===== src/design/ptr_pkg.sv =====
`default_nettype none
// Package: item kinds, bit masks and result type for the paper tape reader interface.
package ptr_pkg;

  localparam int WORD_W  = 36;
  localparam int LEVEL_W = 3;
  localparam int BUS_W   = 6;
  localparam int FRAME_W = 8;
  localparam int MARKS_W = 6;
  localparam int FIELD_W = 6;

  typedef enum logic [2:0] {
    KIND_CLEAR  = 3'd0,
    KIND_CTRL   = 3'd1,
    KIND_STATUS = 3'd2,
    KIND_DATA   = 3'd3,
    KIND_FRAME  = 3'd4,
    KIND_EOT    = 3'd5,
    KIND_MOTOR  = 3'd6
  } kind_t;

  // control-set bus bits
  localparam int CTRL_BINARY = 5;
  localparam int CTRL_BUSY   = 4;
  localparam int CTRL_FLAG   = 3;

  // tape frame masks
  localparam logic [FRAME_W-1:0] BIN_PUNCH  = 8'o200;
  localparam logic [FRAME_W-1:0] FIELD_MASK = 8'o077;
  localparam logic [FRAME_W-1:0] HIGH_MASK  = 8'o300;
  localparam logic [MARKS_W-1:0] LAST_MARK  = 6'o40;

  typedef struct packed {
    logic [WORD_W-1:0]  bus_out;
    logic [LEVEL_W-1:0] request_level;
    logic               busy_now;
    logic               flag_now;
  } result_t;

endpackage
`default_nettype wire


===== src/design/ptr_item_if.sv =====
`default_nettype none
// Interface: input item channel (valid/ready plus item fields).
interface ptr_item_if;
  import ptr_pkg::*;
  logic               valid;
  logic               ready;
  logic [2:0]         kind;
  logic [BUS_W-1:0]   bus_in;
  logic [FRAME_W-1:0] frame;
  logic               motor_request;

  modport source (output valid, kind, bus_in, frame, motor_request, input ready);
  modport sink (input valid, kind, bus_in, frame, motor_request, output ready);
endinterface
`default_nettype wire


===== src/design/ptr_result_if.sv =====
`default_nettype none
// Interface: result channel (valid/ready plus result fields).
interface ptr_result_if;
  import ptr_pkg::*;
  logic               valid;
  logic               ready;
  logic [WORD_W-1:0]  bus_out;
  logic [LEVEL_W-1:0] request_level;
  logic               busy_now;
  logic               flag_now;

  modport source (output valid, bus_out, request_level, busy_now, flag_now, input ready);
  modport sink (input valid, bus_out, request_level, busy_now, flag_now, output ready);
endinterface
`default_nettype wire


===== src/design/ptr_core.sv =====
`default_nettype none
// Reader state registers and the single-pass update for one accepted beat.
module ptr_core (
  input  wire logic                        clk,
  input  wire logic                        rst,
  input  wire logic                        accept,
  input  wire logic [2:0]                  kind,
  input  wire logic [ptr_pkg::BUS_W-1:0]   bus_in,
  input  wire logic [ptr_pkg::FRAME_W-1:0] frame,
  input  wire logic                        motor_request,
  output ptr_pkg::result_t                 result
);
  import ptr_pkg::*;

  logic                binary_mode, binary_mode_next;
  logic                busy_bit, busy_bit_next;
  logic                done_flag, done_flag_next;
  logic [LEVEL_W-1:0]  int_level, int_level_next;
  logic                motor_running, motor_running_next;
  logic [MARKS_W-1:0]  frame_marks, frame_marks_next;
  logic [WORD_W-1:0]   data_word, data_word_next;
  logic                in_word, in_word_next;

  logic [MARKS_W-1:0]  marks_base;
  logic [WORD_W-1:0]   word_base;
  logic [WORD_W-1:0]   high_bits;
  logic                use_frame;
  logic [WORD_W-1:0]   bus_out;

  always_comb begin
    marks_base = in_word ? frame_marks : '0;
    word_base  = in_word ? data_word : '0;
    use_frame  = !binary_mode || ((frame & BIN_PUNCH) != '0);
    high_bits  = binary_mode ? '0 : {{(WORD_W-FRAME_W){1'b0}}, frame & HIGH_MASK};
  end

  always_comb begin
    binary_mode_next   = binary_mode;
    busy_bit_next      = busy_bit;
    done_flag_next     = done_flag;
    int_level_next     = int_level;
    motor_running_next = motor_running;
    frame_marks_next   = frame_marks;
    data_word_next     = data_word;
    in_word_next       = in_word;
    bus_out            = '0;
    unique case (kind_t'(kind))
      KIND_CLEAR: begin
        int_level_next   = '0;
        busy_bit_next    = 1'b0;
        done_flag_next   = 1'b0;
        binary_mode_next = 1'b0;
      end
      KIND_CTRL: begin
        binary_mode_next = binary_mode | bus_in[CTRL_BINARY];
        busy_bit_next    = busy_bit | bus_in[CTRL_BUSY];
        done_flag_next   = done_flag | bus_in[CTRL_FLAG];
        int_level_next   = int_level | bus_in[LEVEL_W-1:0];
      end
      KIND_STATUS: begin
        bus_out = {{(WORD_W-9){1'b0}}, motor_running, 2'b00,
                   binary_mode, busy_bit, done_flag, int_level};
      end
      KIND_DATA: begin
        bus_out        = data_word;
        done_flag_next = 1'b0;
        busy_bit_next  = 1'b1;
      end
      KIND_FRAME: begin
        if (busy_bit && motor_running) begin
          in_word_next = 1'b1;
          if (use_frame) begin
            frame_marks_next = {marks_base[MARKS_W-2:0], 1'b1};
            data_word_next   = {word_base[WORD_W-FIELD_W-1:0], frame[FIELD_W-1:0]}
                               | high_bits;
          end else begin
            frame_marks_next = marks_base;
            data_word_next   = word_base;
          end
          if (!binary_mode || ((frame_marks_next & LAST_MARK) != '0)) begin
            busy_bit_next  = 1'b0;
            done_flag_next = 1'b1;
            in_word_next   = 1'b0;
          end
        end
      end
      KIND_EOT: begin
        if (busy_bit && motor_running) begin
          busy_bit_next = 1'b0;
        end
      end
      KIND_MOTOR: begin
        if (motor_running != motor_request) begin
          motor_running_next = motor_request;
          if (motor_request) begin
            busy_bit_next = 1'b0;
          end
          done_flag_next = 1'b1;
        end
      end
      default: begin
      end
    endcase
    if (!busy_bit_next) begin
      in_word_next = 1'b0;
    end
  end

  always_comb begin
    result.bus_out       = bus_out;
    result.request_level = done_flag_next ? int_level_next : '0;
    result.busy_now      = busy_bit_next;
    result.flag_now      = done_flag_next;
  end

  always_ff @(posedge clk) begin
    if (rst) begin
      binary_mode   <= 1'b0;
      busy_bit      <= 1'b0;
      done_flag     <= 1'b0;
      int_level     <= '0;
      motor_running <= 1'b0;
      frame_marks   <= '0;
      data_word     <= '0;
      in_word       <= 1'b0;
    end else if (accept) begin
      binary_mode   <= binary_mode_next;
      busy_bit      <= busy_bit_next;
      done_flag     <= done_flag_next;
      int_level     <= int_level_next;
      motor_running <= motor_running_next;
      frame_marks   <= frame_marks_next;
      data_word     <= data_word_next;
      in_word       <= in_word_next;
    end
  end

  // a word in progress always has busy behind it
  a_in_word_busy: assert property (@(posedge clk) disable iff (rst)
    in_word |-> busy_bit) else $error("in_word set without busy");

  a_data_read_busy: assert property (@(posedge clk) disable iff (rst)
    (accept && kind == KIND_DATA) |=> (busy_bit && !done_flag))
    else $error("data read did not restart reader");

  a_word_hold: assert property (@(posedge clk) disable iff (rst)
    !accept |=> ($stable(data_word) && $stable(busy_bit) && $stable(done_flag)))
    else $error("state changed without a beat");

endmodule
`default_nettype wire


===== src/design/ptr_skid.sv =====
`default_nettype none
// Two-entry result buffer: output register plus skid register.
module ptr_skid (
  input  wire logic             clk,
  input  wire logic             rst,
  input  wire logic             push,
  input  wire ptr_pkg::result_t push_data,
  output logic                  push_ready,
  ptr_result_if.source          result
);
  import ptr_pkg::*;

  logic    out_valid;
  logic    skid_valid;
  result_t out_data;
  result_t skid_data;
  logic    pop;
  logic    head_free;

  assign pop        = out_valid && result.ready;
  assign head_free  = !out_valid || pop;
  assign push_ready = !skid_valid;

  always_ff @(posedge clk) begin
    if (rst) begin
      out_valid  <= 1'b0;
      skid_valid <= 1'b0;
    end else if (head_free) begin
      if (skid_valid) begin
        out_valid  <= 1'b1;
        skid_valid <= push;
      end else begin
        out_valid  <= push;
      end
    end else if (push) begin
      skid_valid <= 1'b1;
    end
  end

  always_ff @(posedge clk) begin
    if (head_free) begin
      if (skid_valid) begin
        out_data <= skid_data;
        if (push) begin
          skid_data <= push_data;
        end
      end else if (push) begin
        out_data <= push_data;
      end
    end else if (push) begin
      skid_data <= push_data;
    end
  end

  assign result.valid         = out_valid;
  assign result.bus_out       = out_data.bus_out;
  assign result.request_level = out_data.request_level;
  assign result.busy_now      = out_data.busy_now;
  assign result.flag_now      = out_data.flag_now;

  a_skid_behind_head: assert property (@(posedge clk) disable iff (rst)
    skid_valid |-> out_valid) else $error("skid full with empty head");

  a_skid_moves_up: assert property (@(posedge clk) disable iff (rst)
    (skid_valid && result.ready) |=> out_valid)
    else $error("skid beat lost");

  a_empty_push: assert property (@(posedge clk) disable iff (rst)
    (push && !out_valid) |=> (out_valid && !skid_valid))
    else $error("push into empty buffer misplaced");

endmodule
`default_nettype wire


===== src/design/paper_tape_reader_interface_top.sv =====
`default_nettype none
// Top level: paper tape reader bus interface, one beat in, one result beat out.
//
//   channel   direction  beat contents
//   item      in         kind, bus_in, frame, motor_request
//   result    out        bus_out, request_level, busy_now, flag_now
//
// For every accepted item, state updates at the accepting edge and the result is
// written into the output buffer on that same edge.
// Two-entry output buffer; item.ready drops only when both entries hold results.
// rst is synchronous and clears all reader state and both buffer entries.
module paper_tape_reader_interface_top (
  input  wire logic    clk,
  input  wire logic    rst,
  ptr_item_if.sink     item,
  ptr_result_if.source result
);
  import ptr_pkg::*;

  logic    accept;
  logic    buf_ready;
  result_t core_result;

  assign item.ready = buf_ready;
  assign accept     = item.valid && buf_ready;

  ptr_core u_core (
    .clk           (clk),
    .rst           (rst),
    .accept        (accept),
    .kind          (item.kind),
    .bus_in        (item.bus_in),
    .frame         (item.frame),
    .motor_request (item.motor_request),
    .result        (core_result)
  );

  ptr_skid u_skid (
    .clk        (clk),
    .rst        (rst),
    .push       (accept),
    .push_data  (core_result),
    .push_ready (buf_ready),
    .result     (result)
  );

endmodule
`default_nettype wire


===== src/flat_wrapper.sv =====
// flat-port wrapper written by rule: the top's interface ports become plain ports
module paper_tape_reader_interface_top_flat import ptr_pkg::*;
  (clk, rst, item_valid, item_kind, item_bus_in, item_frame, item_motor_request, item_ready, result_valid, result_bus_out, result_request_level, result_busy_now, result_flag_now, result_ready);
  ptr_item_if item_i ();
  ptr_result_if result_i ();
  input  wire logic clk;
  input  wire logic rst;
  input wire logic [$bits(item_i.valid)-1:0] item_valid;
  input wire logic [$bits(item_i.kind)-1:0] item_kind;
  input wire logic [$bits(item_i.bus_in)-1:0] item_bus_in;
  input wire logic [$bits(item_i.frame)-1:0] item_frame;
  input wire logic [$bits(item_i.motor_request)-1:0] item_motor_request;
  output wire logic [$bits(item_i.ready)-1:0] item_ready;
  output wire logic [$bits(result_i.valid)-1:0] result_valid;
  output wire logic [$bits(result_i.bus_out)-1:0] result_bus_out;
  output wire logic [$bits(result_i.request_level)-1:0] result_request_level;
  output wire logic [$bits(result_i.busy_now)-1:0] result_busy_now;
  output wire logic [$bits(result_i.flag_now)-1:0] result_flag_now;
  input wire logic [$bits(result_i.ready)-1:0] result_ready;
  assign item_i.valid = item_valid;
  assign item_i.kind = item_kind;
  assign item_i.bus_in = item_bus_in;
  assign item_i.frame = item_frame;
  assign item_i.motor_request = item_motor_request;
  assign item_ready = item_i.ready;
  assign result_valid = result_i.valid;
  assign result_bus_out = result_i.bus_out;
  assign result_request_level = result_i.request_level;
  assign result_busy_now = result_i.busy_now;
  assign result_flag_now = result_i.flag_now;
  assign result_i.ready = result_ready;
  paper_tape_reader_interface_top u_core (.clk(clk), .rst(rst), .item(item_i), .result(result_i));
endmodule

===== config.mk =====
export PLATFORM = sky130hd
export DESIGN_NAME = paper_tape_reader_interface_top_flat
export DESIGN_NICKNAME = d
export VERILOG_FILES = /design/src/design/ptr_pkg.sv /design/src/design/ptr_item_if.sv /design/src/design/ptr_result_if.sv /design/src/design/ptr_core.sv /design/src/design/ptr_skid.sv /design/src/design/paper_tape_reader_interface_top.sv /design/src/flat_wrapper.sv
export SDC_FILE = /design/constraint.sdc
export NUM_CORES = 1
export LEC_CHECK = 0
export ABC_AREA = 1
export ABC_CLOCK_PERIOD_IN_PS = 5650
export BUFFER_PORTS_ARGS = -buffer_cell sky130_fd_sc_hd__buf_2
export CAP_MARGIN = 40
export CORE_MARGIN = 8
export CORE_UTILIZATION = 60
export CTS_BUF_LIST = sky130_fd_sc_hd__clkbuf_16
export DETAILED_ROUTE_END_ITERATION = 10
export PLACE_DENSITY = 0.87
export SETUP_SLACK_MARGIN = 0.02
export SYNTH_ARGS = -nofsm -noshare
export SYNTH_HDL_FRONTEND = slang
export SYNTH_SLANG_ARGS = --single-unit

===== constraint.sdc =====
create_clock -name clk -period 5.65 [get_ports clk]
set_input_delay 1.4125 -clock clk [delete_from_list [all_inputs] [get_ports clk]]
set_output_delay 1.4125 -clock clk [all_outputs]
set_load 0.05 [all_outputs]

==> results.toml, run 1 <==
[status]
status = "completed"

[sta]
fin_skew_ns = 0.0127
rsz0062_at_grt = "no"
fmax_mhz = 309
period_share = 0.572
fin_ws_ns = 2.42
fin_crit_ns = 3.23
tightest_slew_ns = 0.833
finalHoldViolations = 0
setup_viol = 0
maxSlewViolCount = 0
relSlewSlack = 0.443
setup-tns-final_ns = 0

[logic_synthesis]
synth.net_count = 669
ys_ff_latch = 134
seq_area_frac_synth = 0.607
yosys.area.top_type_share = 0.427
ys.flop_type = "edfxtp_1"
synth_edf_count = 82
yosysWarningCount = 0
yosysMostFrequentCell = "nand2_1"
syn_avg_cell_area_um2 = 8.92
synth_area_leader_cell = "edfxtp_1"
syn_area_mm2 = 0.00577
synthTopCellsByCount = "172 x nand2_1, 82 x edfxtp_1, 61 x inv_1"
synthArstFlopShare = 0
netlist_instances = 647
ys_top_cells_by_area = "edfxtp_1 43%, dfxtp_1 18%, nand2_1 11%, nand3_1 5.0%, inv_1 4.0%"
synth.distinct_cells = 26

[global_route]
grt_pass1_wl_mm = 22.7
gr-total-overflow = 0
antenna_found_initial = 0
grt_start_max_net_pins = 49
grt_pass1_vias = 4579
grtUsageTotal = 0.219

[clock_tree]
ctsHoldBuffers = 0
cts_made_buffers = 17
clk_latency_ns = 0.42
cts_tree = "done"
cts_resized = 0
htreeDepth = 4
cts_sinks = 134
cts_setup_buffers = 0
clkTransAtPathRegs_ns = 0.06
cts_root_buffer = "clkbuf_16"
cts_max_path_buffers = 2

[placed_design]
port_buffers = 64
place.gp.congestion = 0.879
post-dp-hpwl_mm = 8.40
placed_area_mm2 = 0.00621
place_ws_ns = 2.15

[die]
die_area_mm2 = 0.0130
die_y_um = 114
fp-row-count = 35
ioPinCount = 65
die_w_um = 114
initial_core_util = 0.622
core_mm2 = 0.00928

[critical_path]
worstPathRequired_ns = 4.24
path_cells = "buf_4 > inv_1 > buf_4 > buf_2"
path_delay_family = "buffers and inverters"
cp-end-kind = "output pin"
critPathLaunchType = "flip-flop"
max_stage_delay_ns = 0.36
r2r_slack_ns = 3.24
cp_num_buf_inv = 4
critPathSlowestCell = "buf_4"
worst_path_most_repeated_cell = "buf_4"
path_max_fanout = 44
critPathKind = "reg2out"
arrival_ns = 1.82

[finish]
final_util = 0.735
final_area_mm2 = 0.00682
nets = 721
fill_cells = 605
drive_gt1_frac = 0.164
area_growth_pct = 18.2
n_antenna_cell = 0

[power_and_ir_drop]
p_switching_uw = 569
p_leak_uw = 0.00268
swShare = 0.241
cellPowerDensity_mw_per_mm2 = 347
peakVddDrop_v = 0.000191
pwr-share-comb = 0.071
clockPowerShare = 0.476
internal-power_uw = 1800
power_frac_seq = 0.453

[routing]
drtIter0Drc = 558
postRouteWirelength_mm = 13.9
drt_first_pass_iters = 6
routedWlPerCell_um = 16.5
vias = 4883
drc = 0
vias_per_cell = 5.81
drtAntennaViolNets = 0

[worst_hold_path]
hold_class = "reg2reg"

[run]
max_cap_violations = 0
[power groups by stage]
stage | clock network (uW) | registers (uW) | logic (uW)
global placement | 0 | 1090 | 156
finish | 1130 | 1070 | 168
floorplan | 0 | 1160 | 52.1
CTS | 1130 | 1070 | 167
detailed placement | 0 | 1090 | 166
global route | 1170 | 1070 | 178
[kinds of logic after synthesis]
logic type	after synthesis	synth area share
compound gates	114	0.108
buf+inv	105	0.0726
simple gates	294	0.212
flops	134	0.607
[final timing paths]
path                                             from                                  endpoint  cells after the start
min reg2reg  u_core.u_core.data_word[35]$_SDFFE_PP0P_  u_core.u_core.data_word[35]$_SDFFE_PP0P_                      2
max reg2reg     u_core.u_skid.skid_valid$_SDFFE_PP0P_   u_core.u_core.data_word[9]$_SDFFE_PP0P_                      6
max             u_core.u_skid.skid_valid$_SDFFE_PP0P_                                item_ready                      4
min          u_core.u_core.data_word[35]$_SDFFE_PP0P_  u_core.u_core.data_word[35]$_SDFFE_PP0P_                      2
[flip-flops by register name, indices dropped and copies added (netlist names)]
signal,cells
u_core.u_skid.result.busy_now,1
u_core.u_skid.result.request_level,3
u_core.u_skid.skid_valid,1
u_core.u_skid.result.flag_now,1
u_core.u_core.in_word,1
u_core.u_core.busy_bit,1
u_core.u_core.frame_marks,6
u_core.u_core.done_flag,1
u_core.u_skid.result.valid,1
u_core.u_core.motor_running,1
u_core.u_core.binary_mode,1
u_core.u_skid.result.bus_out,36
u_core.u_core.int_level,3
u_core.u_skid.skid_data,41
u_core.u_core.data_word,36
[worst min-delay path, cell delays in order (launching register included)]
cell,delay [ns]
dfxtp_1,0.31
nand2_1,0.06
a21oi_1,0.06
[area by class of cell]
| cell class | instances | area, um2 | area share |
|---|---|---|---|
| Sequential cell | 134 | 3500 | 0.514 |
| Multi-Input combinational cell | 408 | 1860 | 0.273 |
| Timing Repair Buffer | 72 | 438 | 0.0642 |
| Clock buffer | 17 | 425 | 0.0624 |
| Inverter | 66 | 248 | 0.0363 |
| Clock inverter | 15 | 180 | 0.0264 |
| Tap cell | 129 | 161 | 0.0237 |
[metrics by stage]
step / hold WS, ns / cells / power, uW
final: 0.480 / 841 / 2370
after global routing: 0.512 / 841 / 2420
after CTS: 0.471 / 841 / 2360
after detailed placement: 0.464 / 809 / 1260
after global placement: 0.449 / 805 / 1250
after floorplan: 0.441 / 647 / 1210
[metal layers]
metal  routed length (um)  vias to the layer above  track usage
li1                     -                     2282            -
met1                 5540                     2253        0.276
met2                 6750                      314        0.355
met3                 1270                       34       0.0527
met4                  333                        0       0.0870
met5                    0                        -            0
[cells in the final DEF (no fill, tap or decap), types with 3 or more instances in the layout]
cell and count:
dfxtp_1 51, nor2_1 50, clkinv_4 3, bufinv_16 3, buf_2 64, a31oi_1 32, nor3_1 3, buf_12 3
inv_1 62, nand3_1 58, edfxtp_1 82, a21oi_1 21, o21ai_1 34, nand2_1 172, clkbuf_16 17, clkinvlp_4 3
o21ai_0 22, nor2_4 4, buf_4 4, inv_2 5
No activity file was read; power rests on OpenSTA's default activity.
==> run 2: changes to the inputs <==
ABC_CLOCK_PERIOD_IN_PS = 2850   (was 5650)
CORE_UTILIZATION = 52   (was 60)
PLACE_DENSITY = 0.81   (was 0.87)
clock period = 2.85 ns   (was 5.65 ns; I/O delays follow)
==> run 2 against run 1 <==
Effect of this change:
- routed wire length fell by 7.8%
- core utilization fell by 12 points
- flip-flop and latch count did not move
- sequential power rose by 99%
- combinational power rose by 95%
- critical path depth fell by 1
- setup slack got worse by 1.8 ns
- via count fell by 2.1%
- clock power rose by 62%
- clock skew fell by 0.0057 ns
- clock-buffer cell count did not move
- worst hold slack got worse by 0.0051 ns
- largest cell class unchanged
- largest power group is now sequential cells
- highest routed layer unchanged
==> results.toml, run 2 (synthesized netlist as in run 1, its figures left out) <==
[status]
status = "completed"

[clock_tree]
cts_max_path_buffers = 2
ctsHoldBuffers = 0
clk_latency_ns = 0.41
cts_tree = "done"
cts_root_buffer = "clkbuf_16"
cts_resized = 0
cts_setup_buffers = 0
clkTransAtPathRegs_ns = 0.05
cts_sinks = 134
cts_made_buffers = 17
htreeDepth = 4

[power_and_ir_drop]
p_leak_uw = 0.00264
p_total_uw = 4280
cellPowerDensity_mw_per_mm2 = 638
peakVddDrop_v = 0.000295

[global_route]
grt_start_max_net_pins = 51
grt_pass1_wl_mm = 21.2
gr-total-overflow = 0
grt_pass1_vias = 4485
busiest_layer = "met2"
met3_usage = 0.0544
antenna_found_initial = 0
grtUsageTotal = 0.179
grt_util_met2 = 0.286
grtUsageMet1 = 0.216

[sta]
relSlewSlack = 0.642
finalHoldViolations = 0
rsz0062_at_grt = "no"
maxSlewViolCount = 0
period_share = 0.771
tightest_slew_ns = 0.537
setup-tns-final_ns = 0
fmax_mhz = 455
fin_crit_ns = 2.20
setup_viol = 0
fin_skew_ns = 0.00702

[finish]
drive_gt1_frac = 0.160
final_common_cell = "nand2_1"
largest_reg_flops = 41
fin_cells = 854
final_area_mm2 = 0.00671
regMostFlops = "u_core.u_skid.skid_data"
fill_cells = 862
layout_common_cells = "172 x nand2_1, 82 x edfxtp_1, 64 x buf_2, 63 x inv_1, 58 x nand3_1"
n_antenna_cell = 0
nets = 723
final_util = 0.619
area_growth_pct = 16.3

[routing]
drtAntennaViolNets = 0
vias = 4779
drt_first_pass_iters = 5
vias_per_cell = 5.60
postRouteWirelength_mm = 12.8
drc = 0
routedWlPerCell_um = 15.0
drtIter0Drc = 605

[die]
initial_core_util = 0.532
core_mm2 = 0.0108
die_w_um = 121
die_area_mm2 = 0.0147
die_y_um = 121
fp-row-count = 38
ioPinCount = 65

[placed_design]
place_inst = 822
place.gp.congestion = 0.950
port_buffers = 64
placed_area_mm2 = 0.00621
post-dp-hpwl_mm = 8.18

[critical_path]
path_cells = "buf_4 > inv_1 > buf_2"
critPathKind = "reg2out"
path_max_fanout = 44
worstPathRequired_ns = 2.14
cp-end-kind = "output pin"
max_stage_delay_ns = 0.38
critPathSlowestCell = "buf_4"
critPathLaunchType = "flip-flop"
arrival_ns = 1.48

[worst_hold_path]
hold_class = "reg2reg"

[run]
max_cap_violations = 0
==> run 2: changes by cell type in the layout (fill, tap and decap cells not counted) <==
cell / previous run / this run
buf_12: 3 / 2
buf_16: 1 / 0
buf_4: 4 / 8
bufinv_16: 3 / 0
clkinv_1: 1 / 5
clkinv_2: 1 / 5
clkinv_4: 3 / 1
clkinvlp_4: 3 / 2
inv_1: 62 / 63
inv_6: 2 / 0
inv_8: 1 / 0
==> run 2: where the power goes <==
part / total [uW] / internal (uW) / switching (uW)
clock network: 1830 / 1080 / 752
logic: 328 / 69.0 / 259
registers: 2130 / 2110 / 15.9
total: 4280 / 3260 / 1030
==> run 2: worst paths after layout <==
kind | from | endpoint | slack [ns] | cells past startpoint
worst max-delay path | u_core.u_skid.skid_valid$_SDFFE_PP0P_ | item_ready | 0.65 | 3
worst min-delay path | u_core.u_core.frame_marks[0]$_SDFFE_PP0P_ | u_core.u_core.frame_marks[0]$_SDFFE_PP0P_ | 0.48 | 2
worst max register to register | u_core.u_skid.skid_valid$_SDFFE_PP0P_ | u_core.u_core.data_word[25]$_SDFFE_PP0P_ | 0.91 | 6
worst min register to register | u_core.u_core.frame_marks[0]$_SDFFE_PP0P_ | u_core.u_core.frame_marks[0]$_SDFFE_PP0P_ | 0.48 | 2
==> run 2: cell type report <==
cell class                      instances  area [um2]  area share
Sequential cell                       134        3500       0.522
Multi-Input combinational cell        408        1860       0.278
Clock buffer                           17         425      0.0634
Timing Repair Buffer                   74         420      0.0626
Inverter                               66         248      0.0369
Tap cell                              140         175      0.0261
Clock inverter                         15        75.1      0.0112
==> run 2: metrics by stage <==
| step | hold WS [ns] | setup slack [ns] |
|---|---|---|
| 2_1_floorplan | 0.441 | 0.318 |
| 3_3_place_gp | 0.451 | 0.507 |
| 3_5_place_dp | 0.464 | 0.450 |
| 4_1_cts | 0.477 | 0.637 |
| 5_1_grt | 0.506 | 0.570 |
| 6_report | 0.475 | 0.654 |
==> run 2: layer usage <==
metal,up-vias,part of all wire
met3,24,0.086
met1,2253,0.42
met5,-,0
met2,225,0.48
met4,0,0.016
li1,2277,-
==> run 2: worst max-delay path, delay by kind of cell (launching register included) <==
family / cells / cell delay [ns]
buffers and inverters: 3 / 0.71
DFF: 1 / 0.35
==> run 3: changes to the inputs <==
ABC_CLOCK_PERIOD_IN_PS = 1850   (was 2850)
clock period = 1.85 ns   (was 2.85 ns; I/O delays follow)
==> run 3 against run 2 <==
Effect of this change:
- core utilization grew 1.2 points
- sequential share of layout area shrank 0.95 points
- global-route usage shrank 0.11 points
- clock power grew 61%
- final area grew 2.0%
- sequential power grew 54%
- critical endpoint unchanged
- largest power group unchanged
==> results.toml, run 3 (synthesized netlist as in run 1, its figures left out) <==
[status]
status = "completed"

[die]
die_area_mm2 = 0.0147
die_w_um = 121
core_mm2 = 0.0108
initial_core_util = 0.532
die_y_um = 121
ioPinCount = 65
fp-row-count = 38

[global_route]
antenna_found_initial = 0
grt_pass1_wl_mm = 21.1
grt_pass1_vias = 4388
grt_start_max_net_pins = 43
gr-total-overflow = 0
grtUsageTotal = 0.177

[clock_tree]
htreeDepth = 4
cts_tree = "done"
cts_made_buffers = 17
cts_root_buffer = "clkbuf_16"
cts_setup_buffers = 0
cts_resized = 0
cts_sinks = 134
clkTransAtPathRegs_ns = 0.05
cts_max_path_buffers = 2
ctsHoldBuffers = 0
clk_latency_ns = 0.41

[critical_path]
arrival_ns = 1.31
reg2reg_depth = 6
worstSetupStartpoint = "u_core.u_skid.skid_valid$_SDFFE_PP0P_"
path_max_fanout = 7
worstPathRequired_ns = 1.39
critPathLaunchType = "flip-flop"
endpoint = "item_ready"
cp-end-kind = "output pin"
critPathKind = "reg2out"
r2r_slack_ns = 0.15
timing.rr.end = "u_core.u_core.frame_marks[2]$_SDFFE_PP0P_"
r2r_start = "u_core.u_skid.skid_valid$_SDFFE_PP0P_"

[routing]
postRouteWirelength_mm = 12.9
routedWlPerCell_um = 14.9
drc = 0
drtIter0Drc = 741
drtAntennaViolNets = 0
vias_per_cell = 5.54
drt_first_pass_iters = 5
vias = 4772

[finish]
fill_cells = 855
final_common_cell = "nand2_1"
final_area_mm2 = 0.00684
layout_common_cells = "172 x nand2_1, 82 x edfxtp_1, 64 x inv_1, 63 x buf_2, 58 x nand3_1"
final_util = 0.631
drive_gt1_frac = 0.172
nets = 731
n_antenna_cell = 0
area_growth_pct = 18.6
largest_reg_flops = 41
regMostFlops = "u_core.u_skid.skid_data"

[sta]
maxSlewViolCount = 0
fin_skew_ns = 0.00601
rsz0062_at_grt = "no"
fmax_mhz = 565
tightest_slew_ns = 0.572
period_share = 0.957
relSlewSlack = 0.616
fin_crit_ns = 1.77
finalHoldViolations = 0
setup_viol = 0

[power_and_ir_drop]
internal-power_uw = 5160
p_leak_uw = 0.00271
pwr-share-comb = 0.076
p_switching_uw = 1580
cellPowerDensity_mw_per_mm2 = 985
peakVddDrop_v = 0.000501
clockPowerShare = 0.438
power_frac_seq = 0.486
swShare = 0.234

[placed_design]
post-dp-hpwl_mm = 8.47
placed_area_mm2 = 0.00631
port_buffers = 64
place.gp.congestion = 0.977

[run]
max_cap_violations = 0

[worst_hold_path]
hold_class = "in2reg"
==> run 3: power groups by stage <==
stage	sequential (uW)	clock (uW)	combinational [uW]
after floorplan	3540	0	164
after global placement	3330	0	502
after detailed placement	3340	0	513
after CTS	3280	2980	515
after global routing	3280	3110	550
final	3270	2950	515
==> run 3: area by class of cell <==
| cell class | count | area, um2 | area share |
|---|---|---|---|
| repair buffers | 82 | 520 | 0.0761 |
| clock buffers | 17 | 425 | 0.0622 |
| flip-flops and latches | 134 | 3510 | 0.513 |
| inverters | 66 | 248 | 0.0362 |
| clock inverters | 15 | 100 | 0.0146 |
| multi-input cells | 408 | 1870 | 0.273 |
| well taps | 140 | 175 | 0.0256 |
==> run 3: worst min path at each step <==
| stage | cells past startpoint | start | endpoint |
|---|---|---|---|
| 2_1_floorplan | 2 | u_core.u_core.data_word[30]$_SDFFE_PP0P_ | u_core.u_core.data_word[30]$_SDFFE_PP0P_ |
| 3_3_place_gp | 2 | u_core.u_core.data_word[32]$_SDFFE_PP0P_ | u_core.u_core.data_word[32]$_SDFFE_PP0P_ |
| 3_5_place_dp | 2 | u_core.u_core.data_word[35]$_SDFFE_PP0P_ | u_core.u_core.data_word[35]$_SDFFE_PP0P_ |
| 4_1_cts | 3 | item_frame[4] | u_core.u_core.data_word[4]$_SDFFE_PP0P_ |
| 5_1_grt | 3 | item_frame[5] | u_core.u_core.data_word[5]$_SDFFE_PP0P_ |
| 6_report | 3 | item_frame[4] | u_core.u_core.data_word[4]$_SDFFE_PP0P_ |
==> run 3: metrics by stage <==
| step | hold WS (ns) | setup WS [ns] | power (uW) | cells | setup TNS (ns) |
|---|---|---|---|---|---|
| after global placement | 0.451 | 0.0987 | 3830 | 830 | 0 |
| after global routing | 0.327 | 0.0425 | 6940 | 862 | 0 |
| final | 0.330 | 0.0797 | 6740 | 862 | 0 |
| after floorplan | 0.441 | 0.0294 | 3700 | 647 | 0 |
| after CTS | 0.318 | 0.0563 | 6770 | 862 | 0 |
| after detailed placement | 0.459 | -0.0446 | 3850 | 830 | -0.167 |
==> run 3: per-layer routing <==
| metal | GRT usage | part of all wire | up-vias |
|---|---|---|---|
| met5 | 0 | 0 | - |
| met4 | 0.0771 | 0.022 | 0 |
| met3 | 0.0517 | 0.082 | 30 |
| met2 | 0.287 | 0.49 | 210 |
| met1 | 0.217 | 0.41 | 2237 |
| li1 | - | - | 2295 |
==> run 3: critical path, cell delays in order, from the launching register on <==
cell      delay, ns
dfxtp_1        0.36
inv_1          0.24
clkbuf_4       0.30
